===== src/design/rfo_pkg.sv =====
// shared types and constants for the overwrite ring fifo
package rfo_pkg;

  localparam int unsigned Depth  = 16;
  localparam int unsigned DataW  = 32;
  localparam int unsigned CountW = $clog2(Depth + 1);
  localparam int unsigned InDataW  = ((DataW + 7) / 8) * 8;
  localparam int unsigned OutBits  = 1 + DataW + 1 + CountW + 1 + 1;
  localparam int unsigned OutDataW = ((OutBits + 7) / 8) * 8;

  typedef enum logic [1:0] {
    KindPush = 2'd0,
    KindEnq  = 2'd1,
    KindPop  = 2'd2,
    KindDeq  = 2'd3
  } kind_e;

  // per-cell control from the fifo controller
  typedef struct packed {
    logic shift;
    logic load;
  } cell_ctrl_t;

  // one result, lowest field last in the packing order
  typedef struct packed {
    logic              is_full;
    logic              is_empty;
    logic [CountW-1:0] count;
    logic              dropped_oldest;
    logic [DataW-1:0]  data_out;
    logic              ok;
  } result_t;

endpackage


===== src/design/rfo_cell.sv =====
// one storage cell of the shifting fifo chain
module rfo_cell (
  input  logic                      clk_i,
  input  logic                      rst_ni,
  input  rfo_pkg::cell_ctrl_t       ctrl_i,
  input  logic [rfo_pkg::DataW-1:0] next_data_i,
  input  logic [rfo_pkg::DataW-1:0] load_data_i,
  output logic [rfo_pkg::DataW-1:0] data_o
);

  logic [rfo_pkg::DataW-1:0] data_q;
  logic [rfo_pkg::DataW-1:0] data_d;

  // load wins: when the store slot is also refilled by the shift, the load takes priority
  always_comb begin
    data_d = data_q;
    if (ctrl_i.load) begin
      data_d = load_data_i;
    end else if (ctrl_i.shift) begin
      data_d = next_data_i;
    end
  end

  // payload clears on reset, the value is never observed before a write
  always_ff @(posedge clk_i or negedge rst_ni) begin
    if (!rst_ni) begin
      data_q <= '0;
    end else begin
      data_q <= data_d;
    end
  end

  assign data_o = data_q;

endmodule


===== src/design/ring_fifo_with_overwrite.sv =====
// a result is registered and appears in the cycle after its operation is transferred
// throughput: one operation per cycle unless a result stalls; the output register frees as its result is taken
// storage is a row of cells, cell 0 the oldest; a removal shifts every cell down one place
// reset clears the occupancy count, the output valid and the cell contents
module ring_fifo_with_overwrite (
  input  logic                            clk_i,
  input  logic                            rst_ni,
  // operation channel
  input  logic                            s_axis_tvalid,
  output logic                            s_axis_tready,
  input  logic [rfo_pkg::InDataW-1:0]     s_axis_tdata,  // [31:0] data_in
  input  logic [1:0]                      s_axis_tuser,  // [1:0] kind
  // result channel
  output logic                            m_axis_tvalid,
  input  logic                            m_axis_tready,
  // [0] ok, [32:1] data_out, [33] dropped_oldest, [38:34] count,
  // [39] is_empty, [40] is_full, rest zero
  output logic [rfo_pkg::OutDataW-1:0]    m_axis_tdata
);

  localparam int unsigned Depth  = rfo_pkg::Depth;
  localparam int unsigned DataW  = rfo_pkg::DataW;
  localparam int unsigned CountW = rfo_pkg::CountW;

  // occupancy, the only control state of the storage
  logic [CountW-1:0] count_q;
  logic [CountW-1:0] count_d;

  // output register
  logic               out_valid_q;
  logic               out_valid_d;
  rfo_pkg::result_t   out_q;
  rfo_pkg::result_t   res;

  logic               accept;
  logic               is_full;
  logic               is_empty;
  logic               do_shift;
  logic               do_store;
  logic [CountW-1:0]  store_idx;
  rfo_pkg::kind_e     kind;

  logic [DataW-1:0]   cell_data [Depth];
  rfo_pkg::cell_ctrl_t cell_ctrl [Depth];

  // the output register is free when empty or being drained this cycle
  assign s_axis_tready = !out_valid_q || m_axis_tready;
  assign accept        = s_axis_tvalid && s_axis_tready;

  assign kind     = rfo_pkg::kind_e'(s_axis_tuser);
  assign is_full  = (count_q == CountW'(Depth));
  assign is_empty = (count_q == '0);

  // operation decode
  always_comb begin
    do_shift           = 1'b0;
    do_store           = 1'b0;
    count_d            = count_q;
    res                = '0;
    unique case (kind)
      rfo_pkg::KindPush: begin
        do_store = 1'b1;
        res.ok   = 1'b1;
        if (is_full) begin
          // drop the oldest to make room, count stays at depth
          do_shift           = 1'b1;
          res.dropped_oldest = 1'b1;
        end else begin
          count_d = count_q + CountW'(1);
        end
      end
      rfo_pkg::KindEnq: begin
        if (!is_full) begin
          do_store = 1'b1;
          res.ok   = 1'b1;
          count_d  = count_q + CountW'(1);
        end
      end
      rfo_pkg::KindPop: begin
        if (!is_empty) begin
          do_shift = 1'b1;
          res.ok   = 1'b1;
          count_d  = count_q - CountW'(1);
        end
      end
      rfo_pkg::KindDeq: begin
        if (!is_empty) begin
          do_shift     = 1'b1;
          res.ok       = 1'b1;
          res.data_out = cell_data[0];
          count_d      = count_q - CountW'(1);
        end
      end
      default: begin
        res = '0;
      end
    endcase
    res.count    = count_d;
    res.is_empty = (count_d == '0);
    res.is_full  = (count_d == CountW'(Depth));
  end

  // new word lands just past the last valid entry, after any shift
  assign store_idx = do_shift ? (count_q - CountW'(1)) : count_q;

  // cell chain: each cell but the top takes its upper neighbor on a shift; the top keeps its own value
  for (genvar i = 0; i < Depth; i++) begin : g_cell
    logic [DataW-1:0] next_data;

    if (i == Depth - 1) begin : g_top
      assign next_data = cell_data[i];
    end else begin : g_mid
      assign next_data = cell_data[i+1];
    end

    assign cell_ctrl[i].shift = accept && do_shift;
    assign cell_ctrl[i].load  = accept && do_store && (store_idx == CountW'(i));

    rfo_cell u_cell (
      .clk_i       (clk_i),
      .rst_ni      (rst_ni),
      .ctrl_i      (cell_ctrl[i]),
      .next_data_i (next_data),
      .load_data_i (s_axis_tdata[DataW-1:0]),
      .data_o      (cell_data[i])
    );
  end

  // output valid follows transfers on both sides
  always_comb begin
    out_valid_d = out_valid_q;
    if (accept) begin
      out_valid_d = 1'b1;
    end else if (m_axis_tready) begin
      out_valid_d = 1'b0;
    end
  end

  always_ff @(posedge clk_i or negedge rst_ni) begin
    if (!rst_ni) begin
      count_q     <= '0;
      out_valid_q <= 1'b0;
    end else begin
      out_valid_q <= out_valid_d;
      if (accept) begin
        count_q <= count_d;
      end
    end
  end

  // result payload, no reset needed
  always_ff @(posedge clk_i) begin
    if (accept) begin
      out_q <= res;
    end
  end

  assign m_axis_tvalid = out_valid_q;
  assign m_axis_tdata  = rfo_pkg::OutDataW'(out_q);

endmodule


===== config.mk =====
export PLATFORM = sky130hd
export DESIGN_NAME = ring_fifo_with_overwrite
export DESIGN_NICKNAME = d
export VERILOG_FILES = /design/src/design/rfo_pkg.sv /design/src/design/rfo_cell.sv /design/src/design/ring_fifo_with_overwrite.sv
export SDC_FILE = /design/constraint.sdc
export NUM_CORES = 1
export LEC_CHECK = 0
export ABC_CLOCK_PERIOD_IN_PS = 7900
export BUFFER_PORTS_ARGS = -buffer_cell sky130_fd_sc_hd__buf_2
export CORE_ASPECT_RATIO = 1.4
export CORE_MARGIN = 2
export CORE_UTILIZATION = 55
export CTS_CLUSTER_DIAMETER = 60
export CTS_CLUSTER_SIZE = 20
export DETAILED_ROUTE_END_ITERATION = 8
export PLACE_DENSITY_LB_ADDON = 0.05
export REMOVE_ABC_BUFFERS = 1
export SLEW_MARGIN = 20
export SYNTH_ARGS = -nofsm -noshare
export SYNTH_HDL_FRONTEND = slang
export SYNTH_SLANG_ARGS = --single-unit

===== constraint.sdc =====
create_clock -name clk_i -period 7.9 [get_ports clk_i]
set_clock_uncertainty 0.2 [all_clocks]
set_input_delay 1.58 -clock clk_i [delete_from_list [all_inputs] [get_ports clk_i]]
set_output_delay 1.58 -clock clk_i [all_outputs]
set_load 0.1 [all_outputs]

## Yosys cells after proc, flatten, opt, wreduce, memory -nomap -nowiden

Index checks and enable logic that the tools add are counted.

- Register bits after elaboration: 559
- Input port bits: 38
- Output and inout bits: 50
- Logic and storage cells: 134

- Add/subtract/negate cells: 2
- Equality and inequality tests: 20
- Mux-type cells: 43
- Bitwise operators: 1
- Reductions and logical operators: 44

Operator list:

| cell | count |
|---|---|
| 32-bit two-way mux | 30 |
| 5-bit by 4-bit == test with 1-bit output, second input constant | 8 |
| 2-bit nonzero test | 16 |
| 5-bit by 3-bit == test with 1-bit output, second input constant | 4 |
| 1-bit logical AND | 19 |
| 5-bit zero test | 3 |
| 5-bit two-way mux | 3 |
| 5-bit by 2-bit == test with 1-bit output, second input constant | 2 |
| 5-bit == test, second input constant | 2 |
| 5-bit one-hot mux with 2 select lines | 1 |
| 1-bit two-way mux | 6 |
| 2-bit OR reduction | 3 |
| 5-bit by 1-bit adder with 5-bit output, second input constant | 1 |
| 5-bit by 1-bit == test with 1-bit output, second input constant | 1 |
| 5-bit by 1-bit subtractor with 5-bit output, second input constant | 1 |
| 2-bit == test, second input constant | 2 |
| 1-bit one-hot mux with 2 select lines | 2 |
| 1-bit one-hot mux with 4 select lines | 1 |
| 2-bit by 1-bit == test with 1-bit output, second input constant | 1 |
| 2-bit zero test | 1 |
| 1-bit zero test | 1 |
| 1-bit logical OR | 1 |
| 1-bit NOT | 1 |

## Logic depth before layout (Yosys ltp)

Gate-level depths: netlist of the first run.

- Depth in word-level cells: 7
- Gate-level depth with buffers: 13
- Depth with buffers taken out: 7

## Cells and area by module

Synthesis of the first run repeated with hierarchy kept, for this count alone.

- Cells, all modules: 2433
- Area total of the unflattened synthesis: 26691.8 um^2

Modules (own cells, without submodules):

| module | times used | cells each | area an instance (um^2) | seq. area each (um^2) |
|---|---|---|---|---|
| rfo_cell | 16 | 139 | 1515.2 | 800.8 |
| ring_fifo_with_overwrite | 1 | 209 | 2448.6 | 1381.3 |

## Worst setup path before layout of the first run

Ideal clock, no wire load.

- Kind: input -> register
- Start point: in m_axis_tready
- End point: reg g_cell[4].u_cell.data_q, in the netlist g_cell[4].u_cell.data_o[10]
- Setup time: 0.125 ns
- Data arrival time: 5.007 ns
- Data required time: 7.575 ns
- Path slack: 2.568 ns
- Cell stages on the path: 8
- Path buffers: 2
- Cell sequence: nand2b_1 -> nand2_1 -> clkinv_1 -> nand2_2 -> buf_4 -> buf_2 -> mux2_2 -> mux2_2

- Word-level cells in the longest chain between the ends: 5
- Elaborated cells on any way between the ends: 7
- Those cells by class: mux (1); reduce/logical (6)

RTL lines:

| what | RTL line | RTL |
|---|---|---|
| start, declared | ring_fifo_with_overwrite.sv:15 | `input logic m_axis_tready,` |
| 1-bit logical OR (*) | ring_fifo_with_overwrite.sv:47 | `assign s_axis_tready = !out_valid_q \|\| m_axis_tready;` |
| 1-bit logical AND (*) | ring_fifo_with_overwrite.sv:48 | `assign accept = s_axis_tvalid && s_axis_tready;` |
| net accept | ring_fifo_with_overwrite.sv:35 | `logic accept;` |
| 1-bit logical AND (2 in a row) | ring_fifo_with_overwrite.sv:117 | `assign cell_ctrl[i].load = accept && do_store && (store_idx == CountW'(i));` |
| 32-bit two-way mux or 2-bit nonzero test (tied branches) | -- |  |
| end signal, assigned | rfo_cell.sv:29 | `data_q <= data_d;` |
| end, declared | rfo_cell.sv:11 | `logic [rfo_pkg::DataW-1:0] data_q;` |

The timed path passes the listed nets; every way through them passes the cells marked *.
A chain may end at the register's enable or synchronous reset.

## Worst setup path after layout of the first run

- Start point: reg count_q[0]
- End point: reg g_cell[10].u_cell.data_q, in the netlist g_cell[10].u_cell.data_o[27]

- Word-level cells in the longest chain between the ends: 7
- Elaborated cells on any way between the ends: 15
- Those cells by class: add/sub (1); eq/ne (2); mux (7); reduce/logical (5)

RTL lines:

| what | RTL line | RTL |
|---|---|---|
| start, declared | ring_fifo_with_overwrite.sv:26 | `logic [CountW-1:0] count_q;` |
| start signal, assigned | ring_fifo_with_overwrite.sv:146 | `count_q <= count_d;` |
| 5-bit == test or 5-bit zero test (tied branches) | ring_fifo_with_overwrite.sv:51, ring_fifo_with_overwrite.sv:52 |  |
| 1-bit two-way mux, on equally long branches | ring_fifo_with_overwrite.sv:64, ring_fifo_with_overwrite.sv:80, ring_fifo_with_overwrite.sv:87 |  |
| 1-bit one-hot mux with 2 select lines | ring_fifo_with_overwrite.sv:60 | `unique case (kind)` |
| 5-bit two-way mux | ring_fifo_with_overwrite.sv:104 | `assign store_idx = do_shift ? (count_q - CountW'(1)) : count_q;` |
| 5-bit by 4-bit == test with 1-bit output | ring_fifo_with_overwrite.sv:117 |  |
| 1-bit logical AND | ring_fifo_with_overwrite.sv:117 |  |
| 32-bit two-way mux or 2-bit nonzero test (tied branches) | -- |  |
| end signal, assigned | rfo_cell.sv:29 |  |
| end, declared | rfo_cell.sv:11 |  |

Parallel ways exist; a longest one is shown, timed or not.

==> results of run 1 <==
==> state kept, by name, indices dropped and copies added, names as in the netlist <==
register and cells:
m_axis_tdata 41, count_q 5, g_cell.u_cell.data_o 512, m_axis_tvalid 1
==> cell families (layout without fill, tap and decap cells) <==
kind of cell    count (synthesis)  in the layout
compound gates                132            132
buf+inv                       178            183
flops                         559            559
mux                           869            869
simple gates                  254            254
other cells                     1              7
xor+xnor                        2              2
fa+ha+maj                       2              2
==> worst reg2reg max path: stages, from the launching register on <==
cell	delay, ps
dfrtp_1	560
clkinv_1	280
ha_1	370
or4b_1	660
o21a_1	390
o22ai_4	530
nand3_2	830
buf_4	590
mux2_2	330
==> stage by stage <==
stage | cell area [µm²] | TNS, ps | std cells | worst slack (ps)
2_1_floorplan | 26020 | -868100 | 1832 | -2141
3_3_place_gp | 27620 | 0 | 2571 | 2954
3_5_place_dp | 27620 | 0 | 2571 | 2926
4_1_cts | 28850 | 0 | 2638 | 3118
5_1_grt | 28850 | 0 | 2638 | 2900
6_report | 28850 | 0 | 2638 | 3048
==> placed cells by master (no fill, tap or decap), types with 3 or more instances in the layout <==
cell / n
a21oi_1: 4
a31oi_1: 33
and2_1: 33
buf_12: 5
buf_2: 79
buf_4: 24
clkbuf_1: 13
clkbuf_16: 41
clkbuf_8: 3
conb_1: 7
dfrtp_1: 518
edfxtp_1: 41
inv_1: 5
inv_8: 3
mux2_1: 22
mux2_2: 781
mux2i_1: 65
nand2_1: 80
nand2_2: 5
nand2b_1: 4
nand3_1: 64
nand3_2: 4
nor2_1: 38
nor2_4: 5
nor2b_1: 5
o211ai_1: 3
o21ai_0: 71
==> layout make-up <==
class                   instances  area, µm²
fillers                      3907      19290
clock buffers                  57       1116
well taps                     630      788.3
flip-flops and latches        559      14190
clock inverters                10      117.6
repair buffers                109      690.7
multi-input cells            1266      11920
inverters                       7      26.28
==> per-layer routing <==
metal	share of wire (%)	wire length [µm]	up-vias	GRT usage, %
li1	-	-	7100	-
met1	44	25010	8145	30.85
met2	51	28960	259	40.62
met3	3.3	1907	64	2.573
met4	2.0	1135	2	5.531
met5	0.028	16	-	0
==> report_power, final <==
| group | leakage (nW) | internal, mW | total (mW) | switching (mW) |
|---|---|---|---|---|
| clock | 0.601 | 1.01 | 2.06 | 1.05 |
| sequential | 7.30 | 3.86 | 4.34 | 0.483 |
| combinational | 6.03 | 1.54 | 2.88 | 1.33 |
| total | 13.9 | 6.42 | 9.28 | 2.86 |
==> how the worst max path moves through the flow <==
| stage | start | to | slack [ps] |
|---|---|---|---|
| 3_3_place_gp | s_axis_tuser[1] | g_cell[13].u_cell.data_o[31]$_DFFE_PN0P_ | 2950 |
| 5_1_grt | count_q[0]$_DFFE_PN0P_ | g_cell[3].u_cell.data_o[19]$_DFFE_PN0P_ | 2900 |
| 4_1_cts | count_q[0]$_DFFE_PN0P_ | g_cell[3].u_cell.data_o[19]$_DFFE_PN0P_ | 3120 |
| 2_1_floorplan | m_axis_tready | g_cell[13].u_cell.data_o[30]$_DFFE_PN0P_ | -2140 |
| 6_report | count_q[0]$_DFFE_PN0P_ | g_cell[10].u_cell.data_o[27]$_DFFE_PN0P_ | 3050 |
| 3_5_place_dp | s_axis_tuser[1] | g_cell[13].u_cell.data_o[31]$_DFFE_PN0P_ | 2930 |
==> metrics.txt, run 1 <==
Syn Std Cell Area 26870 µm²; critical path depth 8; Final Hold Viols 0; flops & latches, synth 559; Ports 88; WL per Instance 21.62 µm; via count 15570; sequential element share of the synthesized area 52.83%; largest family of logic cells by synthesized area multiplexers; final hold slack 302.5 ps; worst r2r src count_q[0]$_DFFE_PN0P_; Worst Hold Depth 1; Ys Warns 0; CP Launch Type flop; drt via density 5.902; VDD IR max 0.2313 mV; CTS Hold Buffers Added 0; post-synthesis mux area share 36.12%; Clock Path Buffers 3; number of max-cap violations 0; WP data arrival 5100 ps; Fmax achieved 206.1 MHz; Clock Sinks 559; Worst Path Required 8150 ps; CTS root buffer clkbuf_16; DIE AREA 50660 µm²; number of port buffers 80; Inserted Clock Buffers 38; area share of xor/xnor cells in the synthesized design 0.06520%; Pre-antenna DRT Iters 5; number of DRC markers in iteration 0 843; core area 48140 µm²; status completed; fin crit share 61.42%; Critical Path End Type flop; FP Rows 95; critical path cell sequence clkinv_1, ha_1, or4b_1, o21a_1, o22ai_4, nand3_2, buf_4, mux2_2; vias in the first global route 16214; CP top delay family simple AND/OR/NAND/NOR gates; RSZ-0062 raised after global routing no; Max FO, Critical Path 19; Finish-stage setup viols 0; Bufs and invs on worst path 2; first-pass GRT wire length 91690 µm; worst reg-to-reg setup slack 3050 ps; Post-CTS Setup Bufs 0; aggregate global routing overflow 0; placer congestion estimate 0.8076; largest net degree at the start of global routing 167; Leak 13.92 nW; total power 9.278 mW; drc violations 0; Hold Crit Class flop to flop; H-tree levels 2; Worst-Skew Late Latency 560 ps; die span in x 190.8 µm; ys async rst share 92.67%; Mapped Avg Cell Area 13.45 µm²; end of the worst register-to-register path g_cell[10].u_cell.data_o[27]$_DFFE_PN0P_; Critical-path top delay cell nand3_2; antenna viol nets, final 0; Area growth syn-to-layout 7.396%; number of synthesized flops with an enable pin 41; CTS tree built; max_slew headroom 23.58%; max incr delay on CP 830 ps; Hold Path End g_cell[15].u_cell.data_o[23]$_DFFE_PN0P_; Synth top cells by count mux2_2 (781), dfrtp_1 (518), nand2_1 (85); # nets final 2021; Cells after Synth 1997; Compound-Gate Fraction of Synth Area 2.999%; Post-Route WL 57030 µm; r2r worst-path depth 8; share of cells above drive strength 1 48.36%; GRT Total Usage 23.20%; min Tclk post-route 4852 ps; Slew @ Worst Pin 1146 ps; adder-cell share of the synthesized area 0.09314%; Pwr per Cell Area 321.6 nW/µm²; CTS resizes 0; HPWL after DPL 31140 µm; final core occ 59.94%; CP Class flop to flop; most common cell in the netlist mux2_2; Final Slew Violations 0; initial antenna violation count 1; Starting Density 55.81%; antenna fix cells 0; Netlist cell types 55; share of the synthesized area in the top cell type 48.25%; Post-Synth Simple-Gate Area 4.550%; top post-synthesis cells by area dfrtp_1 (48%), mux2_2 (33%), edfxtp_1 (4.6%); DIE HEIGHT 265.5 µm; leading register cell type out of synthesis dfrtp_1; largest area contributor in the netlist dfrtp_1; hold path start g_cell[15].u_cell.data_o[23]$_DFFE_PN0P_; Clock transition at path regs 80 ps
(Power assumes the default switching activity.)
==> run 2, diff against run 1 <==
Settings changed: ABC_CLOCK_PERIOD_IN_PS 7900 to 4800.
Clock period 7.9 ns to 4.8 ns, I/O delays scaled along.
==> run 2 against run 1 <==
Against the previous run:
- final area is 1.5% higher
- wire length is 1.4% higher
- core utilization is 0.90 points higher
- highest routed layer is now met4
- setup slack worse by 2400 ps
- flip-flop and latch count stayed put
- critical path type unchanged
- sequential power is 65% higher
- combinational power is 68% higher
- cell count is 0.76% higher
- total power is 66% higher
- global-route usage is 0.45 points higher
- die area stayed put
- count of clock-buffer cells in the layout is 8 lower
- largest power group unchanged
==> metrics.txt, run 2 (synthesis results as in run 1) <==
initial antenna violation count 1; Critical-path top delay cell nand3_2; number of flip-flops in the largest register 512; vias in the first global route 16248; HPWL after DPL 32490 µm; Critical Path End Type flop; core area 48140 µm²; Pwr per Cell Area 525.1 nW/µm²; placer congestion estimate 0.7968; Inserted Clock Buffers 37; CP Launch Type flop; most common cell after layout, fill and taps aside mux2_2; CP Class flop to flop; VDD IR max 0.3561 mV; number of port buffers 80; Clock Sinks 559; largest net degree at the start of global routing 113; DIE AREA 50660 µm²; Ports 88; RSZ-0062 raised after global routing no; Hold Crit Class flop to flop; setup total negative slack 0 ps; die span in x 190.8 µm; commonest cells after routing, fill and taps aside mux2_2 (781), dfrtp_1 (518), nand2_1 (80); Max FO, Critical Path 15; CTS Hold Buffers Added 0; aggregate global routing overflow 0; CTS root buffer clkbuf_16; Area growth syn-to-layout 9.012%; number of max-cap violations 0; grt met1 use 32.80%; Multi-input gate area 11920 µm²; max incr delay on CP 700 ps; WL per Instance 21.75 µm; Clock Path Buffers 3; critical path cell sequence clkinv_1, ha_1, nor4b_4, o2111ai_1, a21oi_1, nand3_2, buf_4, mux2_2; max_slew headroom 37.64%; drt via density 5.830; Slew @ Worst Pin 935.5 ps; CTS resizes 0; number of DRC markers in iteration 0 871; status completed; Final Hold Viols 0; share of cells above drive strength 1 49.19%; H-tree levels 2; via count 15495; Clock transition at path regs 80 ps; Worst Path Required 5030 ps; post-route cell area 29290 µm²; Fmax achieved 239.4 MHz; gr busiest metal met2; met2 GRT Util 39.67%; FP Rows 95; GRT Total Usage 23.66%; post-placement cell area 28070 µm²; Post-CTS Setup Bufs 0; DIE HEIGHT 265.5 µm; Post-Route WL 57820 µm; Fill cells 3868; drc violations 0; # nets final 2047; first-pass GRT wire length 92890 µm; Worst-Skew Late Latency 550 ps; antenna viol nets, final 0; WP data arrival 4410 ps; fin crit share 87.04%; min Tclk post-route 4178 ps; GR Util met3 2.586%; Final Slew Violations 0; CTS tree built; Pre-antenna DRT Iters 5; Finish-stage setup viols 0; worst reg-to-reg setup slack 620 ps; register area 14190 µm²; Starting Density 55.81%; Leak 14.14 nW
==> run 2: changes by cell type in the layout (fill, tap and decap cells not counted), moves of 2 or more <==
cell / change
buf_4: +7
bufinv_16: +3
inv_6: -2
inv_8: -2
clkbuf_16: -2
buf_12: +20
clkbuf_1: -7
==> run 2: cell type report <==
class	count	area share, %
Tap cell	630	2.692
Clock buffer	49	3.597
Sequential cell	559	48.46
Clock inverter	10	0.5426
Timing Repair Buffer	136	3.905
Antenna cell	1	0.008544
Inverter	7	0.08972
Multi-Input combinational cell	1266	40.70
==> run 2: power breakdown <==
group	internal (mW)	total (mW)	switching, mW	leakage [nW]
registers	6.35	7.16	0.808	7.30
logic	2.60	4.84	2.24	6.25
clock network	1.73	3.38	1.65	0.595
total	10.7	15.4	4.70	14.1
==> run 2: routing by layer <==
layer,wire length [µm],up-vias,part of all wire (%)
li1,-,7171,-
met1,26180,8016,45
met2,28520,231,49
met3,1754,77,3.0
met4,1374,0,2.4
met5,0,-,0
==> run 2: final timing paths <==
| check | start | to | cells past startpoint |
|---|---|---|---|
| hold reg to reg | g_cell[15].u_cell.data_o[3]$_DFFE_PN0P_ | g_cell[15].u_cell.data_o[3]$_DFFE_PN0P_ | 1 |
| min in group asynchronous | rst_ni | g_cell[10].u_cell.data_o[12]$_DFFE_PN0P_ | 1 |
| max in group asynchronous | rst_ni | g_cell[10].u_cell.data_o[3]$_DFFE_PN0P_ | 2 |
| setup / recovery | count_q[0]$_DFFE_PN0P_ | g_cell[9].u_cell.data_o[15]$_DFFE_PN0P_ | 8 |
| hold / removal | g_cell[15].u_cell.data_o[3]$_DFFE_PN0P_ | g_cell[15].u_cell.data_o[3]$_DFFE_PN0P_ | 1 |
| setup reg to reg | count_q[0]$_DFFE_PN0P_ | g_cell[9].u_cell.data_o[15]$_DFFE_PN0P_ | 8 |
==> run 2: per-stage QoR <==
step,total power [mW],worst slack [ps],std cells,hold WS (ps),utilization [%]
4_1_cts,15.53,617.1,2657,306.3,60.83
6_report,15.38,622.3,2658,302.1,60.84
3_5_place_dp,12.13,622.5,2598,289.7,58.31
2_1_floorplan,10.94,-4741,1832,273.8,-
3_3_place_gp,11.88,745.8,2598,281.4,58.31
5_1_grt,16.32,378.8,2658,321.7,60.84
==> run 2: critical path, delay by kind of cell (launching register included) <==
family / cells / cell delay (ps)
fa+ha+maj: 1 / 370
compound gates: 2 / 680
buf+inv: 2 / 760
mux: 1 / 310
flops: 1 / 550
simple gates: 2 / 1170
==> run 3, diff against run 2 <==
Settings changed: ABC_CLOCK_PERIOD_IN_PS 4800 to 3400.
Clock period 4.8 ns to 3.4 ns, I/O delays scaled along.
==> run 3 against run 2 <==
Against the previous run:
- sequential share of layout area down 0.34 points
- total power up 40%
- core utilization is 0.43 points higher
- non-clock buffer count up 33
- clock power increased by 31%
- final area increased by 0.70%
- global-route usage shrank 0.21 points
- maximum frequency is 28% higher
- sequential power rose by 40%
==> metrics.txt, run 3 (synthesis results as in run 1) <==
status completed; P_int 14.95 mW; core area 48140 µm²; CP Launch Type flop; Logic pwr share 32.9%; WL per Instance 21.52 µm; H-tree levels 2; Post-Route WL 57820 µm; switching power 6.622 mW; CTS Hold Buffers Added 1; critical path cell sequence inv_1, ha_1, or4b_1, buf_4, o211ai_1, o22ai_2, nand2_2, buf_4, mux2_2; Hold Crit Class primary input to flop; Ports 88; HPWL after DPL 35110 µm; GRT Total Usage 23.45%; setup total negative slack 0 ps; Pre-antenna DRT Iters 5; Final Slew Violations 0; WP data arrival 3500 ps; max incr delay on CP 520 ps; fin crit share 95.87%; worst r2r src count_q[1]$_DFFE_PN0P_; Slew @ Worst Pin 757.3 ps; antenna viol nets, final 0; antenna fix cells 0; Multi-input gate area 11920 µm²; Max FO, Critical Path 32; Post-CTS Setup Bufs 0; worst reg-to-reg setup slack 140 ps; clock power share 20.6%; number of DRC markers in iteration 0 667; Leak 14.27 nW; r2r worst-path depth 9; vias in the first global route 16398; Critical-path top delay cell or4b_1; drt via density 5.852; DIE HEIGHT 265.5 µm; sequential share of power 46.6%; DIE AREA 50660 µm²; CTS root buffer clkbuf_16; Clock Sinks 559; VDD IR max 0.4670 mV; placer congestion estimate 0.8010; max_slew headroom 49.52%; most common cell after layout, fill and taps aside mux2_2; register area 14190 µm²; Area growth syn-to-layout 9.775%; Final Hold Viols 0; CP top delay family buffers and inverters; hold path start s_axis_tvalid; # nets final 2079; Fmax achieved 306.8 MHz; Clock transition at path regs 90 ps; drc violations 0; via count 15725; switch share 30.70%; min Tclk post-route 3260 ps; Pwr per Cell Area 731.3 nW/µm²; aggregate global routing overflow 0; Clock Path Buffers 3; number of flip-flops in the largest register 512; Bufs and invs on worst path 3; share of cells above drive strength 1 49.59%; commonest cells after routing, fill and taps aside mux2_2 (781), dfrtp_1 (518), nand2_1 (80); Inserted Clock Buffers 36; FP Rows 95; Finish-stage setup viols 0; number of port buffers 80; Fill cells 3834; Worst Path Required 3640 ps; CP Class flop to flop; RSZ-0062 raised after global routing no; initial antenna violation count 1; CTS resizes 0; largest net degree at the start of global routing 76; first-pass GRT wire length 92960 µm; CP most frequent cell buf_4; Starting Density 55.81%; Critical Path End Type flop; die span in x 190.8 µm; final core occ 61.26%; Worst Hold Depth 2; CTS tree built; number of max-cap violations 0; Worst-Skew Late Latency 550 ps; end of the worst register-to-register path g_cell[15].u_cell.data_o[13]$_DFFE_PN0P_; Hold Path End m_axis_tvalid$_DFFE_PN0P_
## run 3: cell count changes in the layout (fill, tap and decap cells not counted), moves of 2 or more
cell | before | now
buf_4 | 31 | 56
buf_12 | 25 | 32
clkbuf_1 | 6 | 12
clkbuf_8 | 4 | 1
inv_6 | 0 | 3
bufinv_16 | 3 | 1
clkinv_2 | 2 | 0
## run 3: power groups by stage
stage / Clock, mW / Sequential [mW] / Combinational, mW
floorplan: 0 / 10.2 / 5.20
global placement: 0 / 10.1 / 6.87
detailed placement: 0 / 10.2 / 7.11
CTS: 4.61 / 10.1 / 7.13
global route: 4.81 / 10.3 / 7.71
finish: 4.44 / 10.0 / 7.09
## run 3: layout make-up
cell class                      instances  area share [%]
Inverter                                7         0.08909
Tap cell                              630           2.673
Sequential cell                       559           48.13
Clock buffer                           51           3.424
Timing Repair Buffer                  169           5.023
Multi-Input combinational cell       1266           40.42
Clock inverter                          5          0.2461
## run 3: worst max path at each step
stage / startpoint / endpoint / slack [ps] / depth (start not counted)
global placement: count_q[1]$_DFFE_PN0P_ / g_cell[15].u_cell.data_o[6]$_DFFE_PN0P_ / 260 / 9
detailed placement: count_q[1]$_DFFE_PN0P_ / g_cell[15].u_cell.data_o[22]$_DFFE_PN0P_ / 200 / 9
CTS: count_q[1]$_DFFE_PN0P_ / g_cell[15].u_cell.data_o[20]$_DFFE_PN0P_ / 160 / 9
finish: count_q[1]$_DFFE_PN0P_ / g_cell[15].u_cell.data_o[13]$_DFFE_PN0P_ / 140 / 9
floorplan: m_axis_tvalid$_DFFE_PN0P_ / g_cell[13].u_cell.data_o[30]$_DFFE_PN0P_ / -6140 / 6
global route: count_q[1]$_DFFE_PN0P_ / g_cell[15].u_cell.data_o[28]$_DFFE_PN0P_ / 20 / 9
## run 3: routing by layer
layer / GRT usage (%) / up-vias / wire length (µm)
li1: - / 7227 / -
met4: 7.438 / 0 / 1770
met3: 2.533 / 89 / 1905
met2: 40.38 / 267 / 29060
met1: 31.05 / 8142 / 25080
met5: 0 / - / 0
## run 3: per-stage QoR
stage | instances | area [µm²] | total power, mW | hold slack (ps) | setup slack [ps]
finish | 2687 | 29490 | 21.57 | 197.5 | 140.4
CTS | 2687 | 29490 | 21.81 | 161.0 | 161.6
floorplan | 1832 | 26020 | 15.45 | 184.4 | -6141
global route | 2687 | 29490 | 22.85 | 224.0 | 21.50
global placement | 2630 | 28400 | 16.99 | 282.1 | 256.4
detailed placement | 2630 | 28400 | 17.32 | 291.6 | 198.5
